`config.mk`:
```
export PLATFORM = sky130hd
export DESIGN_NAME = scanline_sprite_evaluation_unit
export DESIGN_NICKNAME = d
export VERILOG_FILES = /design/src/rtl/sse_pkg.sv /design/src/rtl/sse_ram.sv /design/src/rtl/sse_range_cmp.sv /design/src/rtl/sse_slot_store.sv /design/src/rtl/scanline_sprite_evaluation_unit.sv
export VERILOG_INCLUDE_DIRS = /design/src /design/src/rtl
export SDC_FILE = /design/constraint.sdc
export NUM_CORES = 2
export LEC_CHECK = 0
export BUFFER_PORTS_ARGS = -buffer_cell sky130_fd_sc_hd__buf_4
export CORE_UTILIZATION = 54
export CTS_CLUSTER_DIAMETER = 150
export DETAILED_ROUTE_END_ITERATION = 12
export PLACE_DENSITY = 0.68
export RECOVER_POWER = 25
export SYNTH_ARGS = -nofsm -noshare
export SYNTH_HDL_FRONTEND = slang
export SYNTH_SLANG_ARGS = --single-unit
```
`constraint.sdc`:
```
create_clock -name clk -period 24 [get_ports clk]
set_input_delay 6 -clock clk [delete_from_list [all_inputs] [get_ports clk]]
set_output_delay 6 -clock clk [all_outputs]
set_load 0.02 [all_outputs]
```
`src/rtl/scanline_sprite_evaluation_unit_defines.svh`:
```
// Assertion macros for the sprite evaluation block.
`ifndef SCANLINE_SPRITE_EVALUATION_UNIT_DEFINES_SVH
`define SCANLINE_SPRITE_EVALUATION_UNIT_DEFINES_SVH

// Same-cycle implication, disabled during reset.
`define SSE_ASSERT_IMPL(label, clk, rst, ante, cons, msg) \
  label: assert property (@(posedge clk) disable iff (rst) (ante) |-> (cons)) \
    else $error(msg);

// Next-cycle implication, disabled during reset.
`define SSE_ASSERT_NEXT(label, clk, rst, ante, cons, msg) \
  label: assert property (@(posedge clk) disable iff (rst) (ante) |=> (cons)) \
    else $error(msg);

`endif

```
`src/rtl/sse_pkg.sv`:
```
package sse_pkg;

  localparam int SPRITE_ENTRIES = 64;
  localparam int LINE_SLOTS     = 8;

  localparam int ENTRY_W    = $clog2(SPRITE_ENTRIES);
  localparam int FOUND_W    = $clog2(LINE_SLOTS + 1);
  localparam int SLOT_IDX_W = (LINE_SLOTS > 1) ? $clog2(LINE_SLOTS) : 1;
  localparam int RECORDS    = (LINE_SLOTS < 8) ? LINE_SLOTS : 8;

  localparam logic [7:0] ATTR_KEEP_MASK = 8'hE3;
  localparam logic [7:0] EMPTY_BYTE     = 8'hFF;
  localparam logic [1:0] ATTR_OFFSET    = 2'd2;
  localparam logic [8:0] SHORT_HEIGHT   = 9'd8;
  localparam logic [8:0] TALL_HEIGHT    = 9'd16;

  localparam logic [1:0] ACT_SET_ADDR = 2'd0;
  localparam logic [1:0] ACT_WRITE    = 2'd1;
  localparam logic [1:0] ACT_READ     = 2'd2;
  localparam logic [1:0] ACT_EVAL     = 2'd3;

  typedef struct packed {
    logic [1:0] action;
    logic [7:0] data_byte;
    logic [7:0] line_number;
  } cmd_t;

  typedef struct packed {
    logic       kind;
    logic [7:0] read_data;
    logic [2:0] slot_index;
    logic [7:0] sprite_top;
    logic [7:0] tile_number;
    logic [7:0] attribute_bits;
    logic [7:0] sprite_left;
    logic       slot_used;
    logic [3:0] sprites_found;
    logic       overflow;
    logic       first_entry_in_range;
    logic       last;
  } rsp_t;

  // byte 0 Y, 1 tile, 2 attribute, 3 X
  typedef logic [3:0][7:0] slot_t;

  typedef struct packed {
    logic                  en;
    logic [SLOT_IDX_W-1:0] idx;
    logic [1:0]            sel;
    logic [7:0]            data;
  } slot_wr_t;

  function automatic logic [7:0] byte_addr(input logic [ENTRY_W-1:0] entry,
                                           input logic [1:0] sel);
    byte_addr = 8'({entry, sel});
  endfunction

endpackage

```
`src/rtl/sse_ram.sv`:
```
module sse_ram #(
  parameter int WIDTH = 8,
  parameter int DEPTH = 256
) (
  input  logic                     clk,
  input  logic                     we,
  input  logic [$clog2(DEPTH)-1:0] addr,
  input  logic [WIDTH-1:0]         wdata,
  output logic [WIDTH-1:0]         rdata
);

  logic [WIDTH-1:0] mem [DEPTH];

  always_ff @(posedge clk) begin
    if (we) begin
      mem[addr] <= wdata;
    end
    rdata <= mem[addr];
  end

endmodule

```
`src/rtl/sse_range_cmp.sv`:
```
module sse_range_cmp (
  input  logic [7:0] line_number,
  input  logic [7:0] y_byte,
  input  logic       tall,
  output logic       hit
);

  logic [8:0] y_end;

  // range end taken without wrap
  assign y_end = {1'b0, y_byte} + (tall ? sse_pkg::TALL_HEIGHT : sse_pkg::SHORT_HEIGHT);
  assign hit   = (line_number >= y_byte) && ({1'b0, line_number} < y_end);

endmodule

```
`src/rtl/sse_slot_store.sv`:
```
module sse_slot_store (
  input  logic                           clk,
  input  sse_pkg::slot_wr_t              wr,
  input  logic [sse_pkg::SLOT_IDX_W-1:0] rd_idx,
  output sse_pkg::slot_t                 rd_slot
);

  sse_pkg::slot_t slots [sse_pkg::LINE_SLOTS];

  always_ff @(posedge clk) begin
    if (wr.en) begin
      slots[wr.idx][wr.sel] <= wr.data;
    end
  end

  assign rd_slot = slots[rd_idx];

endmodule

```
`src/rtl/scanline_sprite_evaluation_unit.sv`:
```
// Set address / write byte: no result beat. Read byte: the result beat is registered
// in the read state once the output register is free; no new command is taken until then.
// Evaluate: one entry compared per cycle outside the fetch state, which copies the
// other three bytes of each placed sprite; the scan ends at the last entry or a
// ninth match; then 8 record beats. Reset (synchronous, rst high): a clearing pass
// zeroes all 256 sprite memory bytes; cmd_stall stays high until it ends.
`include "scanline_sprite_evaluation_unit_defines.svh"

module scanline_sprite_evaluation_unit (
  input  logic          clk,
  input  logic          rst,
  input  logic          cmd_valid,
  output logic          cmd_stall,
  input  sse_pkg::cmd_t cmd,
  output logic          rsp_valid,
  input  logic          rsp_stall,
  output sse_pkg::rsp_t rsp,
  input  logic          cfg_wr_en,
  input  logic          cfg_wr_data
);

  localparam logic [2:0] S_CLEAR = 3'd0;
  localparam logic [2:0] S_IDLE  = 3'd1;
  localparam logic [2:0] S_RD    = 3'd2;
  localparam logic [2:0] S_CHECK = 3'd3;
  localparam logic [2:0] S_FETCH = 3'd4;
  localparam logic [2:0] S_EMIT  = 3'd5;

  logic [2:0]                    state;
  logic [7:0]                    memory_address;
  logic                          tall;
  logic [7:0]                    clr_cnt;
  logic [sse_pkg::ENTRY_W-1:0]   entry;
  logic [1:0]                    byte_sel;
  logic [sse_pkg::FOUND_W-1:0]   found;
  logic                          overflow;
  logic                          first_hit;
  logic [7:0]                    line;
  logic [2:0]                    emit_k;

  logic                          cmd_accept;
  logic                          rsp_take;
  logic                          rsp_free;
  logic                          rsp_load;
  logic                          ram_we;
  logic [7:0]                    ram_addr;
  logic [7:0]                    ram_wdata;
  logic [7:0]                    ram_rdata;
  logic                          hit;
  logic                          room;
  logic                          last_entry;
  logic                          last_rec;
  logic [sse_pkg::ENTRY_W-1:0]   entry_inc;
  sse_pkg::slot_wr_t             slot_wr;
  sse_pkg::slot_t                rd_slot;
  sse_pkg::rsp_t                 read_rsp;
  sse_pkg::rsp_t                 slot_rsp;
  logic                          k_used;

  assign cmd_stall  = (state != S_IDLE);
  assign cmd_accept = cmd_valid && !cmd_stall;
  assign rsp_take   = rsp_valid && !rsp_stall;
  assign rsp_free   = !rsp_valid || rsp_take;
  assign rsp_load   = rsp_free && ((state == S_RD) || (state == S_EMIT));

  assign room       = (found != sse_pkg::FOUND_W'(sse_pkg::LINE_SLOTS));
  assign last_entry = (entry == sse_pkg::ENTRY_W'(sse_pkg::SPRITE_ENTRIES - 1));
  assign last_rec   = (emit_k == 3'(sse_pkg::RECORDS - 1));
  assign entry_inc  = sse_pkg::ENTRY_W'(entry + 1'b1);

  sse_ram #(.WIDTH(8), .DEPTH(256)) u_mem (
    .clk   (clk),
    .we    (ram_we),
    .addr  (ram_addr),
    .wdata (ram_wdata),
    .rdata (ram_rdata)
  );

  sse_range_cmp u_cmp (
    .line_number (line),
    .y_byte      (ram_rdata),
    .tall        (tall),
    .hit         (hit)
  );

  sse_slot_store u_slots (
    .clk     (clk),
    .wr      (slot_wr),
    .rd_idx  (sse_pkg::SLOT_IDX_W'(emit_k)),
    .rd_slot (rd_slot)
  );

  // memory port: the next read address is set up ahead, since the read data is registered
  always_comb begin
    ram_we    = 1'b0;
    ram_addr  = memory_address;
    ram_wdata = cmd.data_byte;
    unique case (state)
      S_CLEAR: begin
        ram_we    = 1'b1;
        ram_addr  = clr_cnt;
        ram_wdata = 8'h00;
      end
      S_IDLE: begin
        if (cmd_accept && (cmd.action == sse_pkg::ACT_WRITE)) begin
          ram_we = 1'b1;
        end else if (cmd_accept && (cmd.action == sse_pkg::ACT_EVAL)) begin
          ram_addr = 8'h00;
        end
      end
      S_CHECK: begin
        if (hit && room) begin
          ram_addr = sse_pkg::byte_addr(entry, 2'd1);
        end else begin
          ram_addr = sse_pkg::byte_addr(entry_inc, 2'd0);
        end
      end
      S_FETCH: begin
        if (byte_sel != 2'd3) begin
          ram_addr = sse_pkg::byte_addr(entry, 2'(byte_sel + 1'b1));
        end else begin
          ram_addr = sse_pkg::byte_addr(entry_inc, 2'd0);
        end
      end
      default: begin
        ram_addr = memory_address;
      end
    endcase
  end

  always_comb begin
    slot_wr.en   = 1'b0;
    slot_wr.idx  = found[sse_pkg::SLOT_IDX_W-1:0];
    slot_wr.sel  = byte_sel;
    slot_wr.data = ram_rdata;
    if (state == S_CHECK) begin
      slot_wr.en  = hit && room;
      slot_wr.sel = 2'd0;
    end else if (state == S_FETCH) begin
      slot_wr.en  = 1'b1;
    end
  end

  always_comb begin
    read_rsp           = '0;
    read_rsp.kind      = 1'b0;
    read_rsp.read_data = (memory_address[1:0] == sse_pkg::ATTR_OFFSET)
                         ? (ram_rdata & sse_pkg::ATTR_KEEP_MASK) : ram_rdata;
    read_rsp.last      = 1'b1;
  end

  assign k_used = (5'(emit_k) < 5'(found));

  always_comb begin
    slot_rsp                      = '0;
    slot_rsp.kind                 = 1'b1;
    slot_rsp.slot_index           = emit_k;
    slot_rsp.sprite_top           = k_used ? rd_slot[0] : sse_pkg::EMPTY_BYTE;
    slot_rsp.tile_number          = k_used ? rd_slot[1] : sse_pkg::EMPTY_BYTE;
    slot_rsp.attribute_bits       = k_used ? rd_slot[2] : sse_pkg::EMPTY_BYTE;
    slot_rsp.sprite_left          = k_used ? rd_slot[3] : sse_pkg::EMPTY_BYTE;
    slot_rsp.slot_used            = k_used;
    slot_rsp.sprites_found        = 4'(found);
    slot_rsp.overflow             = overflow;
    slot_rsp.first_entry_in_range = first_hit;
    slot_rsp.last                 = last_rec;
  end

  always_ff @(posedge clk) begin
    if (rst) begin
      state          <= S_CLEAR;
      clr_cnt        <= 8'h00;
      memory_address <= 8'h00;
      tall           <= 1'b0;
      rsp_valid      <= 1'b0;
      entry          <= '0;
      byte_sel       <= 2'd0;
      found          <= '0;
      overflow       <= 1'b0;
      first_hit      <= 1'b0;
      emit_k         <= 3'd0;
    end else begin
      if (cfg_wr_en) begin
        tall <= cfg_wr_data;
      end
      if (rsp_take && !rsp_load) begin
        rsp_valid <= 1'b0;
      end
      unique case (state)
        S_CLEAR: begin
          clr_cnt <= 8'(clr_cnt + 1'b1);
          if (clr_cnt == 8'hFF) begin
            state <= S_IDLE;
          end
        end
        S_IDLE: begin
          if (cmd_accept) begin
            unique case (cmd.action)
              sse_pkg::ACT_SET_ADDR: memory_address <= cmd.data_byte;
              sse_pkg::ACT_WRITE:    memory_address <= 8'(memory_address + 1'b1);
              sse_pkg::ACT_READ:     state <= S_RD;
              sse_pkg::ACT_EVAL: begin
                line      <= cmd.line_number;
                entry     <= '0;
                found     <= '0;
                overflow  <= 1'b0;
                first_hit <= 1'b0;
                state     <= S_CHECK;
              end
              default: state <= S_IDLE;
            endcase
          end
        end
        S_RD: begin
          if (rsp_free) begin
            rsp_valid <= 1'b1;
            rsp       <= read_rsp;
            state     <= S_IDLE;
          end
        end
        S_CHECK: begin
          if (hit && room) begin
            if (entry == '0) begin
              first_hit <= 1'b1;
            end
            byte_sel <= 2'd1;
            state    <= S_FETCH;
          end else if (hit) begin
            // a match with every slot taken ends the scan
            overflow <= 1'b1;
            emit_k   <= 3'd0;
            state    <= S_EMIT;
          end else if (last_entry) begin
            emit_k <= 3'd0;
            state  <= S_EMIT;
          end else begin
            entry <= entry_inc;
          end
        end
        S_FETCH: begin
          if (byte_sel == 2'd3) begin
            found <= sse_pkg::FOUND_W'(found + 1'b1);
            if (last_entry) begin
              emit_k <= 3'd0;
              state  <= S_EMIT;
            end else begin
              entry <= entry_inc;
              state <= S_CHECK;
            end
          end else begin
            byte_sel <= 2'(byte_sel + 1'b1);
          end
        end
        S_EMIT: begin
          if (rsp_free) begin
            rsp_valid <= 1'b1;
            rsp       <= slot_rsp;
            if (last_rec) begin
              state <= S_IDLE;
            end else begin
              emit_k <= 3'(emit_k + 1'b1);
            end
          end
        end
        default: state <= S_IDLE;
      endcase
    end
  end

  `SSE_ASSERT_IMPL(a_ovf_full, clk, rst, overflow, found == sse_pkg::FOUND_W'(sse_pkg::LINE_SLOTS), "overflow raised with free slots")
  `SSE_ASSERT_IMPL(a_empty_ff, clk, rst, rsp_valid && rsp.kind && !rsp.slot_used, rsp.sprite_top == sse_pkg::EMPTY_BYTE, "unused slot record not filled with 0xFF")
  `SSE_ASSERT_IMPL(a_read_last, clk, rst, rsp_valid && !rsp.kind, rsp.last && (rsp.slot_index == 3'd0), "read beat not a single last beat")
  `SSE_ASSERT_NEXT(a_clear_quiet, clk, rst, state == S_CLEAR, !rsp_valid, "result beat during clearing pass")

endmodule

```
# Word-level counts from Yosys, hierarchy flattened
# Memories as Yosys holds them, arrays and structs flattened. A register that Yosys moved wholly into a read port is not among the register bits.
# Index checks and enable logic that the tools add are counted.
word_totals:
  in_bits: 24
  regBits: 98
  memories: 2
  elab_cells: 180
  ramBits: 2304
mem_list:
  columns: ["memory", "depth", "word_bits", "read_ports", "rd_clocked_by_memory_dff", "write_ports", "line", "rtl"]
  rows:
  - ["u_mem.mem", 256, 8, 1, 1, 1, "sse_ram.sv:12", "logic [WIDTH-1:0] mem [DEPTH];"]
  - ["u_slots.slots", 8, 32, 1, 1, 1, "sse_slot_store.sv:8", "sse_pkg::slot_t slots [sse_pkg::LINE_SLOTS];"]
classes:
  add_sub_neg: 7
  muxes: 73
  reduce_logical: 36
  eq_ne: 32
  n_bitwise: 1
  n_lt_le_gt_ge: 5
ops:
  columns: ["op", "n"]
  rows:
  - ["$mux W52", 2]
  - ["$pmux W52 S2", 1]
  - ["$mux W8", 10]
  - ["$mux W3", 18]
  - ["$mux W6", 6]
  - ["$mux W32", 1]
  - ["$pmux W8 S4", 1]
  - ["$ne A2 B2 Y1 const B", 13]
  - ["$pmux W3 S6", 1]
  - ["$pmux W6 S3", 1]
  - ["$add A8 B1 Y8 const B", 2]
  - ["$demux W8 S2", 1]
  - ["$pmux W8 S2", 1]
  - ["$mux W1", 15]
  - ["$reduce_and A5 Y1", 3]
  - ["$mux W4", 3]
  - ["$reduce_and A4 Y1", 3]
  - ["$mux W5", 2]
  - ["$reduce_bool A2 Y1", 5]
  - ["$add A8 B5 Y9", 1]
  - ["$eq A3 B3 Y1 const B", 3]
  - ["$logic_and A1 B1 Y1", 9]
  - ["$lt A8 B9 Y1", 1]
  - ["$pmux W3 S3", 1]
  - ["other kinds (34)", 50]

# Longest topological paths before layout
depth:
  ltp_word: 9
  depth_mapped: 23

# Hierarchy
# A second synthesis with hierarchy kept.
hier_totals:
  cells_unflattened: 4463
  hier_area_um2: 93622.3
modules_own_cells:
  columns: ["module", "cells_each", "area_per_inst_um2", "n_inst", "seq_area_each_um2"]
  rows:
  - ["sse_ram", 3547, 78492.8, 1, 61659.1]
  - ["sse_slot_store", 415, 9979.6, 1, 7687.4]
  - ["scanline_sprite_evaluation_unit", 445, 4725.8, 1, 2562.5]
  - ["sse_range_cmp", 56, 424.2, 1, 0.0]

# Worst setup path after synthesis
# Ideal clock, no wire load.
synth_path:
  path_type: "input to register"
  startpoint: "in cmd[8] (netlist bit)"
  endpoint: "mem u_mem.mem[0][0] (data pin)"
  required_ns: 22.554
  stages: 1
  arrival_ns: 12.145
  n_path_buf: 0
  setup_slack_ns: 10.409
  cell_sequence: "nor2b_1"
synth_between:
  elab_chain_cells: 1
synth_lines:
  columns: ["element", "line", "rtl"]
  rows:
  - ["start, declared", "scanline_sprite_evaluation_unit.sv:14", "input sse_pkg::cmd_t cmd,"]
  - ["$mux W8", "scanline_sprite_evaluation_unit.sv:98", "unique case (state)"]
  - ["end, declared", "sse_ram.sv:12", null]
# Every way passes these cells.

# Worst setup path after layout
layout_path:
  startpoint: "in cmd[15] (netlist bit)"
  endpoint: "mem u_mem.mem[156][7] (data pin)"
layout_between:
  elab_chain_cells: 1
layout_lines:
  columns: ["element", "line", "rtl"]
  rows:
  - ["$mux W8", "scanline_sprite_evaluation_unit.sv:98", null]
  - ["named net ram_wdata[7]", "scanline_sprite_evaluation_unit.sv:47", "logic [7:0] ram_wdata;"]
# The timed path passes the listed nets, and every way through them passes these cells.

==> impl_metrics.json <==
{
  "ys_types": 78,
  "drc": 0,
  "gp_congestion": 0.878,
  "antenna_found_initial": 4,
  "syn2layout_area_growth_pct": 10.6,
  "grt_pass1_vias": 53600,
  "vdd_drop_max_mv": 0.133,
  "die_y_um": 418,
  "io_pins": 78,
  "ctsHtreeMaxLevel": 4,
  "grt_pass1_wl_um": 363000,
  "rsz0062_at_grt": "false",
  "dp_hpwl_um": 135000,
  "netlist_instances": 5894,
  "start_util_pct": 54.4,
  "worstPathArrival_ns": 14.87,
  "relSlewSlack_pct": -696,
  "end_kind": "flip-flop",
  "wirelength_um": 248000,
  "port_buffers": 77,
  "clkLatencyLatePin_ns": 0.88,
  "synth_top_area_share_pct": 76.1,
  "crit_path_start_kind": "input port",
  "finalSetupViolCount": 0,
  "fmax_ghz": 0.0626,
  "synth_nets": 5946,
  "synth.largest_area_cell": "edfxtp_1",
  "ant_nets": 0,
  "critPathMaxFanout": 256,
  "fp-row-count": 152,
  "multi_input_area_um2": 19500,
  "setup_tns_ns": 0,
  "fin_util_pct": 60.1,
  "seq_area_frac_synth_pct": 77.1,
  "max_cap_violations": 19,
  "track_usage_pct": 28.1,
  "clockRootBuffer": "clkbuf_16",
  "skew_ns": 0.0463,
  "path_class": "input port to flip-flop",
  "ys_ff_latch": 2413,
  "die_area_um2": 174000,
  "die_w_um": 418,
  "core_area_um2": 172000,
  "grt_overflow": 0,
  "vias": 55800,
  "p_leak_nw": 32.5,
  "hold_buffers": 0,
  "holdWs_ns": 0.493,
  "initialDrtViolationCount": 8109,
  "final_layout_size_suffix_gt1_share_pct": 10.4,
  "synth.avg_cell_area_um2": 15.8,
  "vias_per_cell": 6.66,
  "async_reset_ff_share_pct": 0,
  "hp-class": "flip-flop to flip-flop",
  "synth_area_leaders": "edfxtp_1 76%, nand2_1 2.6%, a221oi_1 2.6%",
  "finalHoldViolCount": 0,
  "ys.flop_type": "edfxtp_1",
  "fillers": 12700,
  "crit_required_ns": 22.90,
  "tightest_slew_ns": 11.94,
  "synth-warning-count": 0,
  "cts.sinks": 2413,
  "first_pass_iters": 7,
  "clkTransAtPathRegs_ns": 0.06,
  "post_cts_buffers": 0,
  "post_cts_resized": 0,
  "grt_max_degree": 257,
  "clock_path_buffers": 3,
  "status": "complete, but fails checks",
  "syn-cell-area_um2": 93300,
  "power_density_nw_per_um2": 108,
  "nets": 5924,
  "period_minus_slack_ns": 15.97,
  "wire_per_inst_um": 29.6,
  "maxSlewViolCount": 1082,
  "synth_edf_count": 2364,
  "violations": "capacitance limit, slew limit",
  "numCtsBuffers": 229,
  "period_share_pct": 66.5,
  "tritoncts": "built",
  "register_area_um2": 72000
}
==> state kept, by name, summed over array words and instances (netlist names), 2 cells and up, named ones only <==
name and count:
byte_sel 2, emit_k 3, u_slots.slots 256, memory_address 8, u_mem.rdata 8, u_mem.mem 2048
line 8, found 4, state 3, rsp 52, clr_cnt 8, entry 6
==> through the flow <==
| stage | power (mW) | instance area, um^2 | std cells | setup WS [ns] |
|---|---|---|---|---|
| 2_1_floorplan | 6.72 | 93300 | 5894 | 10.41 |
| 3_3_place_gp | 7.56 | 96000 | 7951 | 12.10 |
| 3_5_place_dp | 7.60 | 96000 | 7951 | 12.09 |
| 4_1_cts | 11.1 | 103000 | 8379 | 12.96 |
| 5_1_grt | 11.4 | 103000 | 8379 | 7.67 |
| 6_report | 11.1 | 103000 | 8381 | 8.03 |
==> cells in the final DEF, fill, tap and decap left out, types with 85 or more instances in the layout <==
cell type	instances
o22ai_1	130
nand2_1	626
a22oi_1	152
mux2i_1	85
a21oi_1	330
a222oi_1	87
edfxtp_1	2364
clkbuf_16	232
a221oi_1	274
nor2_1	434
o21ai_0	136
buf_4	127
==> area by class of cell <==
| type | count | share of cell area [%] |
|---|---|---|
| antenna | 2 | 0.00485 |
| tap | 2310 | 2.80 |
| sequential | 2413 | 69.8 |
| multi-input combinational | 3033 | 18.9 |
| clock inverter | 150 | 1.30 |
| timing repair buffer | 170 | 1.28 |
| clock buffer | 278 | 5.82 |
| inverter | 25 | 0.0910 |
==> worst paths after layout <==
kind	start	cells after the start	endpoint	slack [ns]
hold reg to reg	overflow$_SDFFE_PP0P_	2	overflow$_SDFFE_PP0P_	0.49
hold / removal	overflow$_SDFFE_PP0P_	2	overflow$_SDFFE_PP0P_	0.49
setup reg to reg	state[1]$_SDFFE_PP0P_	4	u_mem.mem[156][7]$_DFFE_PP_	12.25
setup / recovery	cmd[15]	3	u_mem.mem[156][7]$_DFFE_PP_	8.03
==> Yosys cell counts (67+ instances only) <==
cell type / count
buf_1: 67
clkbuf_1: 206
a22oi_1: 152
o22ai_1: 131
nor2_1: 441
o21ai_0: 136
a222oi_1: 87
a21oi_1: 331
a32oi_1: 71
buf_2: 128
mux2i_1: 86
nand3_1: 67
a221oi_1: 274
a31oi_1: 72
edfxtp_1: 2364
nand2_1: 645
==> cell families after synthesis <==
kind of cell / count (synthesis) / synth area share (%)
AO/OA/AOI/OAI: 1498 / 11.4
XOR/XNOR: 13 / 0.122
adder cells (fa/ha/maj): 28 / 0.384
buffers and inverters: 448 / 2.11
flip-flops: 2413 / 77.1
multiplexers: 212 / 3.22
AND/OR/NAND/NOR: 1282 / 5.58
==> critical path, stage by stage <==
cell and delay [ns]:
clkbuf_1 0.16, nor2b_1 0.18, clkbuf_1 7.88
==> routing by layer <==
layer | vias up | wire, um | track usage, %
li1 | 23600 | - | -
met1 | 28100 | 96400 | 40.6
met2 | 3644 | 114000 | 42.8
met3 | 495 | 28500 | 5.46
met4 | 6 | 8850 | 10.3
met5 | - | 40 | 0
==> power by group <==
group | internal [mW] | total [mW] | switching, mW
combinational | 0.696 | 2.61 | 1.91
clock | 1.97 | 3.54 | 1.57
sequential | 4.95 | 4.98 | 0.0244
total | 7.62 | 11.1 | 3.51
Power figures use the tool's default switching activity.
